[config.mk]
export PLATFORM = sky130hd
export DESIGN_NAME = weekday_alarm_table_core
export DESIGN_NICKNAME = d
export VERILOG_FILES = /design/src/design/wat_pkg.sv /design/src/design/weekday_alarm_table_core.sv /design/src/design/wat_ram.sv /design/src/design/wat_dp.sv /design/src/design/wat_ctrl.sv
export SDC_FILE = /design/constraint.sdc
export NUM_CORES = 1
export LEC_CHECK = 0
export BUFFER_PORTS_ARGS = -buffer_cell sky130_fd_sc_hd__buf_2
export CORE_ASPECT_RATIO = 1.75
export CORE_MARGIN = 4
export CORE_UTILIZATION = 46
export DETAILED_ROUTE_END_ITERATION = 10
export GPL_ROUTABILITY_DRIVEN = 0
export RECOVER_POWER = 50
export SLEW_MARGIN = 30
export SYNTH_ARGS = -nofsm -noshare
export SYNTH_HDL_FRONTEND = slang
export SYNTH_HIERARCHICAL = 1
export SYNTH_SLANG_ARGS = --single-unit
export TNS_END_PERCENT = 100
[constraint.sdc]
create_clock -name i_clk -period 6.6 [get_ports i_clk]
set_clock_uncertainty 0.1 [all_clocks]
set_input_delay 1.32 -clock i_clk [delete_from_list [all_inputs] [get_ports i_clk]]
set_output_delay 1.32 -clock i_clk [all_outputs]
set_load 0.01 [all_outputs]
[src/design/wat_pkg.sv]
package wat_pkg;

    // table geometry
    localparam int MAX_ALARMS   = 16;
    localparam int RESULT_LIMIT = 16;
    localparam int IDX_W  = (MAX_ALARMS > 1) ? $clog2(MAX_ALARMS) : 1;
    localparam int CNT_W  = $clog2(MAX_ALARMS + 1);
    localparam int FIRE_W = $clog2(RESULT_LIMIT + 1);

    // field widths
    localparam int CMD_W    = 3;
    localparam int HOUR_W   = 5;
    localparam int MINUTE_W = 6;
    localparam int REPEAT_W = 7;
    localparam int ID_W     = 16;
    localparam int DAY_W    = 3;
    localparam int STATUS_W = 3;
    localparam int S_DATA_W = 40;
    localparam int M_DATA_W = 56;

    // time limits for an add and id counter range
    localparam logic [HOUR_W-1:0]   HOUR_MAX   = 5'd23;
    localparam logic [MINUTE_W-1:0] MINUTE_MAX = 6'd59;
    localparam logic [ID_W-1:0]     ID_FIRST   = 16'd1;
    localparam logic [ID_W-1:0]     ID_LAST    = 16'hFFFF;

    // command codes
    localparam logic [CMD_W-1:0] CMD_ADD    = 3'd0;
    localparam logic [CMD_W-1:0] CMD_REMOVE = 3'd1;
    localparam logic [CMD_W-1:0] CMD_ENABLE = 3'd2;
    localparam logic [CMD_W-1:0] CMD_QUERY  = 3'd3;
    localparam logic [CMD_W-1:0] CMD_TICK   = 3'd4;

    // status codes
    localparam logic [STATUS_W-1:0] ST_OK        = 3'd0;
    localparam logic [STATUS_W-1:0] ST_BAD_TIME  = 3'd1;
    localparam logic [STATUS_W-1:0] ST_FULL      = 3'd2;
    localparam logic [STATUS_W-1:0] ST_NOT_FOUND = 3'd3;
    localparam logic [STATUS_W-1:0] ST_FIRED     = 3'd4;
    localparam logic [STATUS_W-1:0] ST_NONE      = 3'd5;

    // one stored alarm
    typedef struct packed {
        logic [ID_W-1:0]     id;
        logic [HOUR_W-1:0]   hour;
        logic [MINUTE_W-1:0] minute;
        logic                en;
        logic [REPEAT_W-1:0] rep;
    } t_entry;

    // one result beat
    typedef struct packed {
        logic [STATUS_W-1:0] status;
        t_entry              entry;
        logic [ID_W-1:0]     next_id;
        logic                last;
    } t_result;

    // controller to datapath
    typedef struct packed {
        logic load;
        logic add_do;
        logic walk_init;
        logic rd;
        logic ev_step;
        logic fin_push;
    } t_dp_cmd;

    // datapath to controller
    typedef struct packed {
        logic is_add;
        logic is_walk;
        logic walk_empty;
        logic ev_last;
        logic ev_stall;
        logic out_free;
    } t_dp_stat;

endpackage

[src/design/weekday_alarm_table_core.sv]
// Alarm table of up to 16 entries kept in insertion order in a small RAM.
// Commands come in as one beat each (command code in tuser); add, remove,
// set enable and query give one result beat, a minute tick gives one beat
// per fired alarm (up to 16) or a single "nothing fired" beat, with tlast on
// the final beat. Remove, set enable, query and tick walk every stored entry
// through the RAM read port, reading each entry in S_RD and evaluating it in
// S_EV; the walk holds while a fired result waits on a stalled result side.
// Removal of an entry, including a one-time alarm that fires, closes the gap
// during that same walk. A new command beat is accepted once the previous one
// has finished, even while its last result still waits on the output
// register. The table RAM needs no clearing after reset.
module weekday_alarm_table_core (
    input  logic                         i_clk,
    input  logic                         i_rst_n,
    input  logic                         i_s_tvalid,
    output logic                         o_s_tready,
    // hour[4:0], minute[10:5], repeat[17:11], target_id[33:18], enable[34],
    // weekday[37:35], zero pad[39:38]
    input  logic [wat_pkg::S_DATA_W-1:0] i_s_tdata,
    // cmd[2:0]
    input  logic [wat_pkg::CMD_W-1:0]    i_s_tuser,
    output logic                         o_m_tvalid,
    input  logic                         i_m_tready,
    // status[2:0], alarm_id[18:3], hour[23:19], minute[29:24], enabled[30],
    // repeat[37:31], next_id[53:38], zero pad[55:54]
    output logic [wat_pkg::M_DATA_W-1:0] o_m_tdata,
    output logic                         o_m_tlast
);

    wat_pkg::t_dp_cmd  dp_cmd;
    wat_pkg::t_dp_stat dp_stat;

    wat_ctrl u_ctrl (
        .i_clk      (i_clk),
        .i_rst_n    (i_rst_n),
        .i_s_tvalid (i_s_tvalid),
        .o_s_tready (o_s_tready),
        .i_stat     (dp_stat),
        .o_cmd      (dp_cmd)
    );

    wat_dp u_dp (
        .i_clk      (i_clk),
        .i_rst_n    (i_rst_n),
        .i_s_tdata  (i_s_tdata),
        .i_s_tuser  (i_s_tuser),
        .i_m_tready (i_m_tready),
        .o_m_tvalid (o_m_tvalid),
        .o_m_tdata  (o_m_tdata),
        .o_m_tlast  (o_m_tlast),
        .i_cmd      (dp_cmd),
        .o_stat     (dp_stat)
    );

endmodule

[src/design/wat_ram.sv]
module wat_ram #(
    parameter int WIDTH = 8,
    parameter int DEPTH = 16
) (
    input  logic                                     i_clk,
    input  logic                                     i_we,
    input  logic [((DEPTH > 1) ? $clog2(DEPTH) : 1)-1:0] i_waddr,
    input  logic [WIDTH-1:0]                         i_wdata,
    input  logic                                     i_re,
    input  logic [((DEPTH > 1) ? $clog2(DEPTH) : 1)-1:0] i_raddr,
    output logic [WIDTH-1:0]                         o_rdata
);

    logic [WIDTH-1:0] r_mem [DEPTH];
    logic [WIDTH-1:0] r_rdata;

    // one write port, one registered read port
    always_ff @(posedge i_clk) begin
        if (i_we) begin
            r_mem[i_waddr] <= i_wdata;
        end
        if (i_re) begin
            r_rdata <= r_mem[i_raddr];
        end
    end

    assign o_rdata = r_rdata;

endmodule

[src/design/wat_dp.sv]
module wat_dp (
    input  logic                         i_clk,
    input  logic                         i_rst_n,
    input  logic [wat_pkg::S_DATA_W-1:0] i_s_tdata,
    input  logic [wat_pkg::CMD_W-1:0]    i_s_tuser,
    input  logic                         i_m_tready,
    output logic                         o_m_tvalid,
    output logic [wat_pkg::M_DATA_W-1:0] o_m_tdata,
    output logic                         o_m_tlast,
    input  wat_pkg::t_dp_cmd             i_cmd,
    output wat_pkg::t_dp_stat            o_stat
);

    localparam int IDX_W  = wat_pkg::IDX_W;
    localparam int CNT_W  = wat_pkg::CNT_W;
    localparam int FIRE_W = wat_pkg::FIRE_W;

    // captured item
    logic [wat_pkg::CMD_W-1:0]    r_cmd;
    logic [wat_pkg::HOUR_W-1:0]   r_hour;
    logic [wat_pkg::MINUTE_W-1:0] r_minute;
    logic [wat_pkg::REPEAT_W-1:0] r_rep;
    logic [wat_pkg::ID_W-1:0]     r_tid;
    logic                         r_en;
    logic [wat_pkg::DAY_W-1:0]    r_day;

    // table control
    logic [CNT_W-1:0]         r_count, n_count;
    logic [wat_pkg::ID_W-1:0] r_id_ctr, n_id_ctr;
    logic [IDX_W-1:0]         r_rd, n_rd;
    logic [CNT_W-1:0]         r_wr, n_wr;
    logic [FIRE_W-1:0]        r_fires, n_fires;

    // pending and output results
    logic                r_pend_v, n_pend_v;
    wat_pkg::t_result    r_pend, n_pend;
    logic                r_out_v, n_out_v;
    wat_pkg::t_result    r_out, n_out;

    // ram port
    logic                ram_we;
    logic [IDX_W-1:0]    ram_waddr;
    wat_pkg::t_entry     ram_wdata;
    wat_pkg::t_entry     ram_q;

    // entry evaluation
    logic                is_tick;
    logic                out_free;
    logic                match;
    logic                drop;
    logic                need_push;
    logic [wat_pkg::REPEAT_W:0] rep_ext;
    logic                day_hit;
    wat_pkg::t_entry     wr_entry;
    wat_pkg::t_entry     new_entry;
    logic                bad_time;
    logic                full;
    logic [CNT_W-1:0]    wr_next;

    wat_ram #(
        .WIDTH ($bits(wat_pkg::t_entry)),
        .DEPTH (wat_pkg::MAX_ALARMS)
    ) u_ram (
        .i_clk   (i_clk),
        .i_we    (ram_we),
        .i_waddr (ram_waddr),
        .i_wdata (ram_wdata),
        .i_re    (i_cmd.rd),
        .i_raddr (r_rd),
        .o_rdata (ram_q)
    );

    // match logic for the entry on the ram output
    always_comb begin
        is_tick  = (r_cmd == wat_pkg::CMD_TICK);
        out_free = !r_out_v || i_m_tready;
        rep_ext  = {1'b0, ram_q.rep};
        day_hit  = (ram_q.rep == '0) || rep_ext[r_day];
        if (is_tick) begin
            match = ram_q.en && (ram_q.hour == r_hour) && (ram_q.minute == r_minute)
                    && day_hit && (r_fires != FIRE_W'(wat_pkg::RESULT_LIMIT));
        end else begin
            match = !r_pend_v && (ram_q.id == r_tid);
        end
        drop = match && ((r_cmd == wat_pkg::CMD_REMOVE) || (is_tick && ram_q.rep == '0));
        wr_entry = ram_q;
        if (match && r_cmd == wat_pkg::CMD_ENABLE) begin
            wr_entry.en = r_en;
        end
        need_push = is_tick && match && r_pend_v;
        wr_next   = r_wr + CNT_W'(!drop);
    end

    // add checks
    always_comb begin
        bad_time         = (r_hour > wat_pkg::HOUR_MAX) || (r_minute > wat_pkg::MINUTE_MAX);
        full             = (r_count == CNT_W'(wat_pkg::MAX_ALARMS));
        new_entry.id     = r_id_ctr;
        new_entry.hour   = r_hour;
        new_entry.minute = r_minute;
        new_entry.en     = 1'b1;
        new_entry.rep    = r_rep;
    end

    // next-state of the datapath
    always_comb begin
        n_count   = r_count;
        n_id_ctr  = r_id_ctr;
        n_rd      = r_rd;
        n_wr      = r_wr;
        n_fires   = r_fires;
        n_pend_v  = r_pend_v;
        n_pend    = r_pend;
        n_out     = r_out;
        n_out_v   = i_m_tready ? 1'b0 : r_out_v;
        ram_we    = 1'b0;
        ram_waddr = r_wr[IDX_W-1:0];
        ram_wdata = wr_entry;

        if (i_cmd.add_do) begin
            n_out        = '0;
            n_out.last   = 1'b1;
            n_out_v      = 1'b1;
            if (bad_time) begin
                n_out.status = wat_pkg::ST_BAD_TIME;
            end else if (full) begin
                n_out.status = wat_pkg::ST_FULL;
            end else begin
                ram_we       = 1'b1;
                ram_waddr    = r_count[IDX_W-1:0];
                ram_wdata    = new_entry;
                n_count      = r_count + CNT_W'(1);
                n_id_ctr     = (r_id_ctr == wat_pkg::ID_LAST) ? wat_pkg::ID_FIRST
                                                              : r_id_ctr + 16'd1;
                n_out.status = wat_pkg::ST_OK;
                n_out.entry  = new_entry;
            end
            n_out.next_id = n_id_ctr;
        end

        if (i_cmd.walk_init) begin
            n_rd     = '0;
            n_wr     = '0;
            n_fires  = '0;
            n_pend_v = 1'b0;
        end

        // one entry of a walk: keep or drop, maybe report
        if (i_cmd.ev_step) begin
            ram_we = !drop;
            n_rd   = r_rd + IDX_W'(1);
            n_wr   = wr_next;
            if (need_push) begin
                n_out      = r_pend;
                n_out.last = 1'b0;
                n_out_v    = 1'b1;
            end
            if (match) begin
                n_pend_v       = 1'b1;
                n_pend.status  = is_tick ? wat_pkg::ST_FIRED : wat_pkg::ST_OK;
                n_pend.entry   = wr_entry;
                n_pend.next_id = r_id_ctr;
                n_pend.last    = 1'b0;
                if (is_tick) begin
                    n_fires = r_fires + FIRE_W'(1);
                end
            end
            if (o_stat.ev_last) begin
                n_count = wr_next;
            end
        end

        if (i_cmd.fin_push) begin
            n_out_v = 1'b1;
            if (r_pend_v) begin
                n_out = r_pend;
            end else begin
                n_out        = '0;
                n_out.status = is_tick ? wat_pkg::ST_NONE : wat_pkg::ST_NOT_FOUND;
            end
            n_out.next_id = r_id_ctr;
            n_out.last    = 1'b1;
        end
    end

    // control registers
    always_ff @(posedge i_clk) begin
        if (!i_rst_n) begin
            r_count  <= '0;
            r_id_ctr <= wat_pkg::ID_FIRST;
            r_rd     <= '0;
            r_wr     <= '0;
            r_fires  <= '0;
            r_pend_v <= 1'b0;
            r_out_v  <= 1'b0;
        end else begin
            r_count  <= n_count;
            r_id_ctr <= n_id_ctr;
            r_rd     <= n_rd;
            r_wr     <= n_wr;
            r_fires  <= n_fires;
            r_pend_v <= n_pend_v;
            r_out_v  <= n_out_v;
        end
    end

    // payload registers
    always_ff @(posedge i_clk) begin
        r_pend <= n_pend;
        r_out  <= n_out;
        if (i_cmd.load) begin
            r_cmd    <= i_s_tuser;
            r_hour   <= i_s_tdata[4:0];
            r_minute <= i_s_tdata[10:5];
            r_rep    <= i_s_tdata[17:11];
            r_tid    <= i_s_tdata[33:18];
            r_en     <= i_s_tdata[34];
            r_day    <= i_s_tdata[37:35];
        end
    end

    // status to the controller
    always_comb begin
        o_stat.is_add     = (r_cmd == wat_pkg::CMD_ADD);
        o_stat.is_walk    = (r_cmd == wat_pkg::CMD_REMOVE) || (r_cmd == wat_pkg::CMD_ENABLE)
                            || (r_cmd == wat_pkg::CMD_QUERY) || (r_cmd == wat_pkg::CMD_TICK);
        o_stat.walk_empty = (r_count == '0);
        o_stat.ev_last    = ((CNT_W'(r_rd) + CNT_W'(1)) == r_count);
        o_stat.ev_stall   = need_push && !out_free;
        o_stat.out_free   = out_free;
    end

    // result port
    assign o_m_tvalid = r_out_v;
    assign o_m_tlast  = r_out.last;
    assign o_m_tdata  = {2'b00, r_out.next_id, r_out.entry.rep, r_out.entry.en,
                         r_out.entry.minute, r_out.entry.hour, r_out.entry.id,
                         r_out.status};

    // table never holds more than its depth
    a_count_max: assert property (@(posedge i_clk) disable iff (!i_rst_n)
        r_count <= CNT_W'(wat_pkg::MAX_ALARMS))
        else $error("alarm count above table depth");

    // id counter skips zero
    a_id_nonzero: assert property (@(posedge i_clk) disable iff (!i_rst_n)
        r_id_ctr != '0)
        else $error("id counter reached zero");

    // a walk only removes entries
    a_walk_shrinks: assert property (@(posedge i_clk) disable iff (!i_rst_n)
        (i_cmd.ev_step && o_stat.ev_last) |=> (r_count <= $past(r_count)))
        else $error("walk grew the table");

    // fire count stays within the per-tick limit
    a_fire_limit: assert property (@(posedge i_clk) disable iff (!i_rst_n)
        r_fires <= FIRE_W'(wat_pkg::RESULT_LIMIT))
        else $error("too many fires in one tick");

endmodule

[src/design/wat_ctrl.sv]
module wat_ctrl (
    input  logic              i_clk,
    input  logic              i_rst_n,
    input  logic              i_s_tvalid,
    output logic              o_s_tready,
    input  wat_pkg::t_dp_stat i_stat,
    output wat_pkg::t_dp_cmd  o_cmd
);

    typedef enum logic [2:0] {
        S_IDLE,
        S_DEC,
        S_ADD,
        S_RD,
        S_EV,
        S_FIN
    } t_state;

    t_state r_state, n_state;

    // sequencing of one item
    always_comb begin
        n_state = r_state;
        o_cmd   = '0;
        unique case (r_state)
            S_IDLE: begin
                if (i_s_tvalid) begin
                    o_cmd.load = 1'b1;
                    n_state    = S_DEC;
                end
            end
            S_DEC: begin
                if (i_stat.is_add) begin
                    n_state = S_ADD;
                end else if (i_stat.is_walk) begin
                    o_cmd.walk_init = 1'b1;
                    n_state = i_stat.walk_empty ? S_FIN : S_RD;
                end else begin
                    n_state = S_IDLE;
                end
            end
            S_ADD: begin
                if (i_stat.out_free) begin
                    o_cmd.add_do = 1'b1;
                    n_state      = S_IDLE;
                end
            end
            S_RD: begin
                o_cmd.rd = 1'b1;
                n_state  = S_EV;
            end
            S_EV: begin
                if (!i_stat.ev_stall) begin
                    o_cmd.ev_step = 1'b1;
                    n_state = i_stat.ev_last ? S_FIN : S_RD;
                end
            end
            S_FIN: begin
                if (i_stat.out_free) begin
                    o_cmd.fin_push = 1'b1;
                    n_state        = S_IDLE;
                end
            end
            default: begin
                n_state = S_IDLE;
            end
        endcase
    end

    // state register
    always_ff @(posedge i_clk) begin
        if (!i_rst_n) begin
            r_state <= S_IDLE;
        end else begin
            r_state <= n_state;
        end
    end

    assign o_s_tready = (r_state == S_IDLE);

endmodule
==> results.py <==
metrics = {
    "logic_synthesis": {
        "synth_common_cells": "edfxtp_1, nand2_1, dfxtp_1",
        "synthArstFlopShare": 0,
        "synth_most_common_cell": "edfxtp_1",
        "ys_seq_elements": 783,
        "yosysTopAreaCell": "edfxtp_1",
        "syn_avg_cell_area_um2": 16.8,
        "synthesis.area_mm2": 0.0315,
        "synth.top_cell.area_share": 0.655,
        "syn_inst": 1883,
        "ys_seq_area_frac": 0.715,
        "synth_edf_count": 688,
        "yosysUniqueCellTypes": 70,
        "synthFlopType": "edfxtp_1",
        "synth_area_leaders": "edfxtp_1, dfxtp_1, mux4_2",
        "synth_warnings": 6,
    },
    "status": {
        "status": "finished with violations",
        "violations": "max-capacitance violations, max-slew violations",
    },
    "detailed_routing": {
        "viasPerCell": 5.80,
        "drt-total-wl_mm": 74.0,
        "first_iter_violations": 1373,
        "antenna_left": 0,
        "dr_total_vias": 17100,
        "drc": 0,
        "drt-wirelength-per-cell_um": 25.1,
        "drtPass1Iterations": 7,
    },
    "global_route": {
        "grt_overflow": 0,
        "met1_usage": 0.248,
        "grt_max_degree": 86,
        "grt_pass1_vias": 17500,
        "use_met2": 0.365,
        "track_usage": 0.200,
        "use_met3": 0.0249,
        "gr-max-usage-layer": "met2",
        "grt_pass1_wl_mm": 109,
        "antenna_found_initial": 0,
    },
    "placement": {
        "io_buffers": 101,
        "placed_cells_incl_taps": 2818,
        "place_hpwl_mm": 46.1,
    },
    "clocking": {
        "postCtsSetupRepairBufs": 0,
        "cts_tree": "yes",
        "numCtsBuffers": 69,
        "ctsHoldBuffers": 0,
        "cts_root_buf": "clkbuf_16",
        "cts_sinks": 783,
        "post_cts_resized": 0,
        "clk_path_buf_depth": 3,
        "cts.reportedPaths.clkPinSlew_ns": 0.06,
        "clk_latency_ns": 0.59,
        "htree_levels": 3,
    },
    "sta": {
        "rsz0062_at_grt": "no",
        "final_max_slew_viol_count": 312,
        "hold-worst-slack_ns": 0.368,
        "tns_ns": 0,
        "post-route-period-util": 0.858,
        "hold_viol_final": 0,
        "max_clock_freq_mhz": 177,
        "setup_violations": 0,
        "slew_headroom": -1.67,
        "fin_crit_ns": 5.67,
        "worstMarginPinSlew_ns": 4.00,
    },
    "setup_path": {
        "crit_type": "reg2reg",
        "crit_fanout": 31,
        "cp.required_ns": 6.78,
        "endpoint_kind": "register",
        "crit_path_start_kind": "register",
        "arrival_ns": 5.84,
    },
    "die": {
        "start_util": 0.465,
        "rows": 126,
        "dieArea_mm2": 0.0730,
        "die_y_um": 354,
        "num_io_pins": 106,
        "die_x_um": 206,
        "core_area_mm2": 0.0678,
    },
    "finish": {
        "fillers": 5588,
        "instances_no_fill": 2942,
        "seqCellArea_mm2": 0.0226,
        "multiInputGateArea_mm2": 0.00830,
        "drive_gt1_frac": 0.141,
        "finalNetCount": 2048,
        "syn2layout_area_growth_pct": 11.5,
        "final_core_util": 0.519,
        "diodes": 0,
    },
    "power": {
        "p_total_mw": 10.4,
        "ir_worst_vdd_mv": 0.176,
        "p_leak_nw": 11.5,
        "power_density_mw_per_mm2": 295,
    },
    "hold_path": {
        "hold_class": "reg2reg",
    },
    "job": {
        "cap_violations": 6,
    },
}
[kinds of logic (layout without fill, tap and decap cells)]
group	Yosys count	in the layout	synth area share
mux	183	183	0.120
other cells	1	2	0.000119
simple gates	426	426	0.0641
fa+ha+maj	8	8	0.00317
xor+xnor	60	60	0.0167
compound gates	264	264	0.0535
buf+inv	158	320	0.0269
flops	783	783	0.715
[flip-flops by register name, indices dropped and copies added (netlist names)]
signal and count:
u_dp/r_hour 5, u_dp/r_cmd 3, u_dp/o_m_tdata 54, u_dp/r_rd 4, u_dp/o_m_tvalid 1, u_dp/r_day 3
u_dp/r_rep 7, u_dp/r_pend_v 1, u_dp/u_ram/r_mem 560, u_ctrl/r_state 3, u_dp/u_ram/o_rdata 35, u_dp/o_m_tlast 1
u_dp/r_pend 52, u_dp/r_en 1, u_dp/r_fires 5, u_dp/r_minute 6, u_dp/r_id_ctr 16, u_dp/r_wr 5
u_dp/r_count 5, u_dp/r_tid 16
[through the flow]
stage	area, µm²	setup slack, ns
after floorplan	31500	0.284
after global placement	33100	1.27
after detailed placement	33100	1.17
after CTS	35300	1.39
after global routing	35200	0.635
final	35200	0.935
[critical path, stage by stage, from the launching register on]
cell,delay (ns)
dfxtp_1,0.43
inv_1,0.09
ha_1,0.24
nor4bb_1,0.15
clkbuf_1,0.17
nor3_1,0.95
nand2_1,0.75
buf_4,0.49
a21oi_1,0.43
nand3_1,0.38
nor2_4,0.79
buf_4,0.37
[worst paths after layout]
check             startpoint                        to  slack (ns)  depth (start not counted)
max          u_dp/r_count[0]  u_dp/u_ram/r_mem[15][20]        0.93                         11
min          u_dp/r_pend[28]        u_dp/o_m_tdata[27]        0.37                          2
max reg2reg  u_dp/r_count[0]  u_dp/u_ram/r_mem[15][20]        0.93                         11
min reg2reg  u_dp/r_pend[28]        u_dp/o_m_tdata[27]        0.37                          2
[report_power, final]
part	internal [mW]	leakage [nW]	total (mW)	switching, mW
Combinational	0.272	3.41	0.682	0.410
Sequential	5.53	7.02	5.67	0.147
Clock	2.31	1.09	4.04	1.73
[placed cells by master (no fill, tap or decap), types with 17 or more instances in the layout]
cell type and count:
a21oi_1 26, a22oi_1 75, buf_2 33, buf_4 30, clkbuf_1 89, clkbuf_16 71, clkinv_1 17, dfxtp_1 94
edfxtp_1 688, inv_1 48, mux2i_1 41, mux4_1 57, mux4_2 83, nand2_1 219, nand3_1 25, nor2_1 48
nor3_1 19, o21ai_0 90, xnor2_1 28, xor2_1 32
[per-layer routing]
metal,vias up,part of all wire
li1,7591,-
met1,8836,0.39
met2,526,0.54
met3,119,0.049
met4,0,0.028
met5,-,0
[layout make-up]
cell class                      count  share of cell area
Clock buffer                       86              0.0527
Clock inverter                     38              0.0109
Inverter                           52             0.00555
Multi-Input combinational cell    943               0.236
Sequential cell                   783               0.641
Tap cell                          896              0.0319
Timing Repair Buffer              144              0.0216
Power figures use the tool's default switching activity.
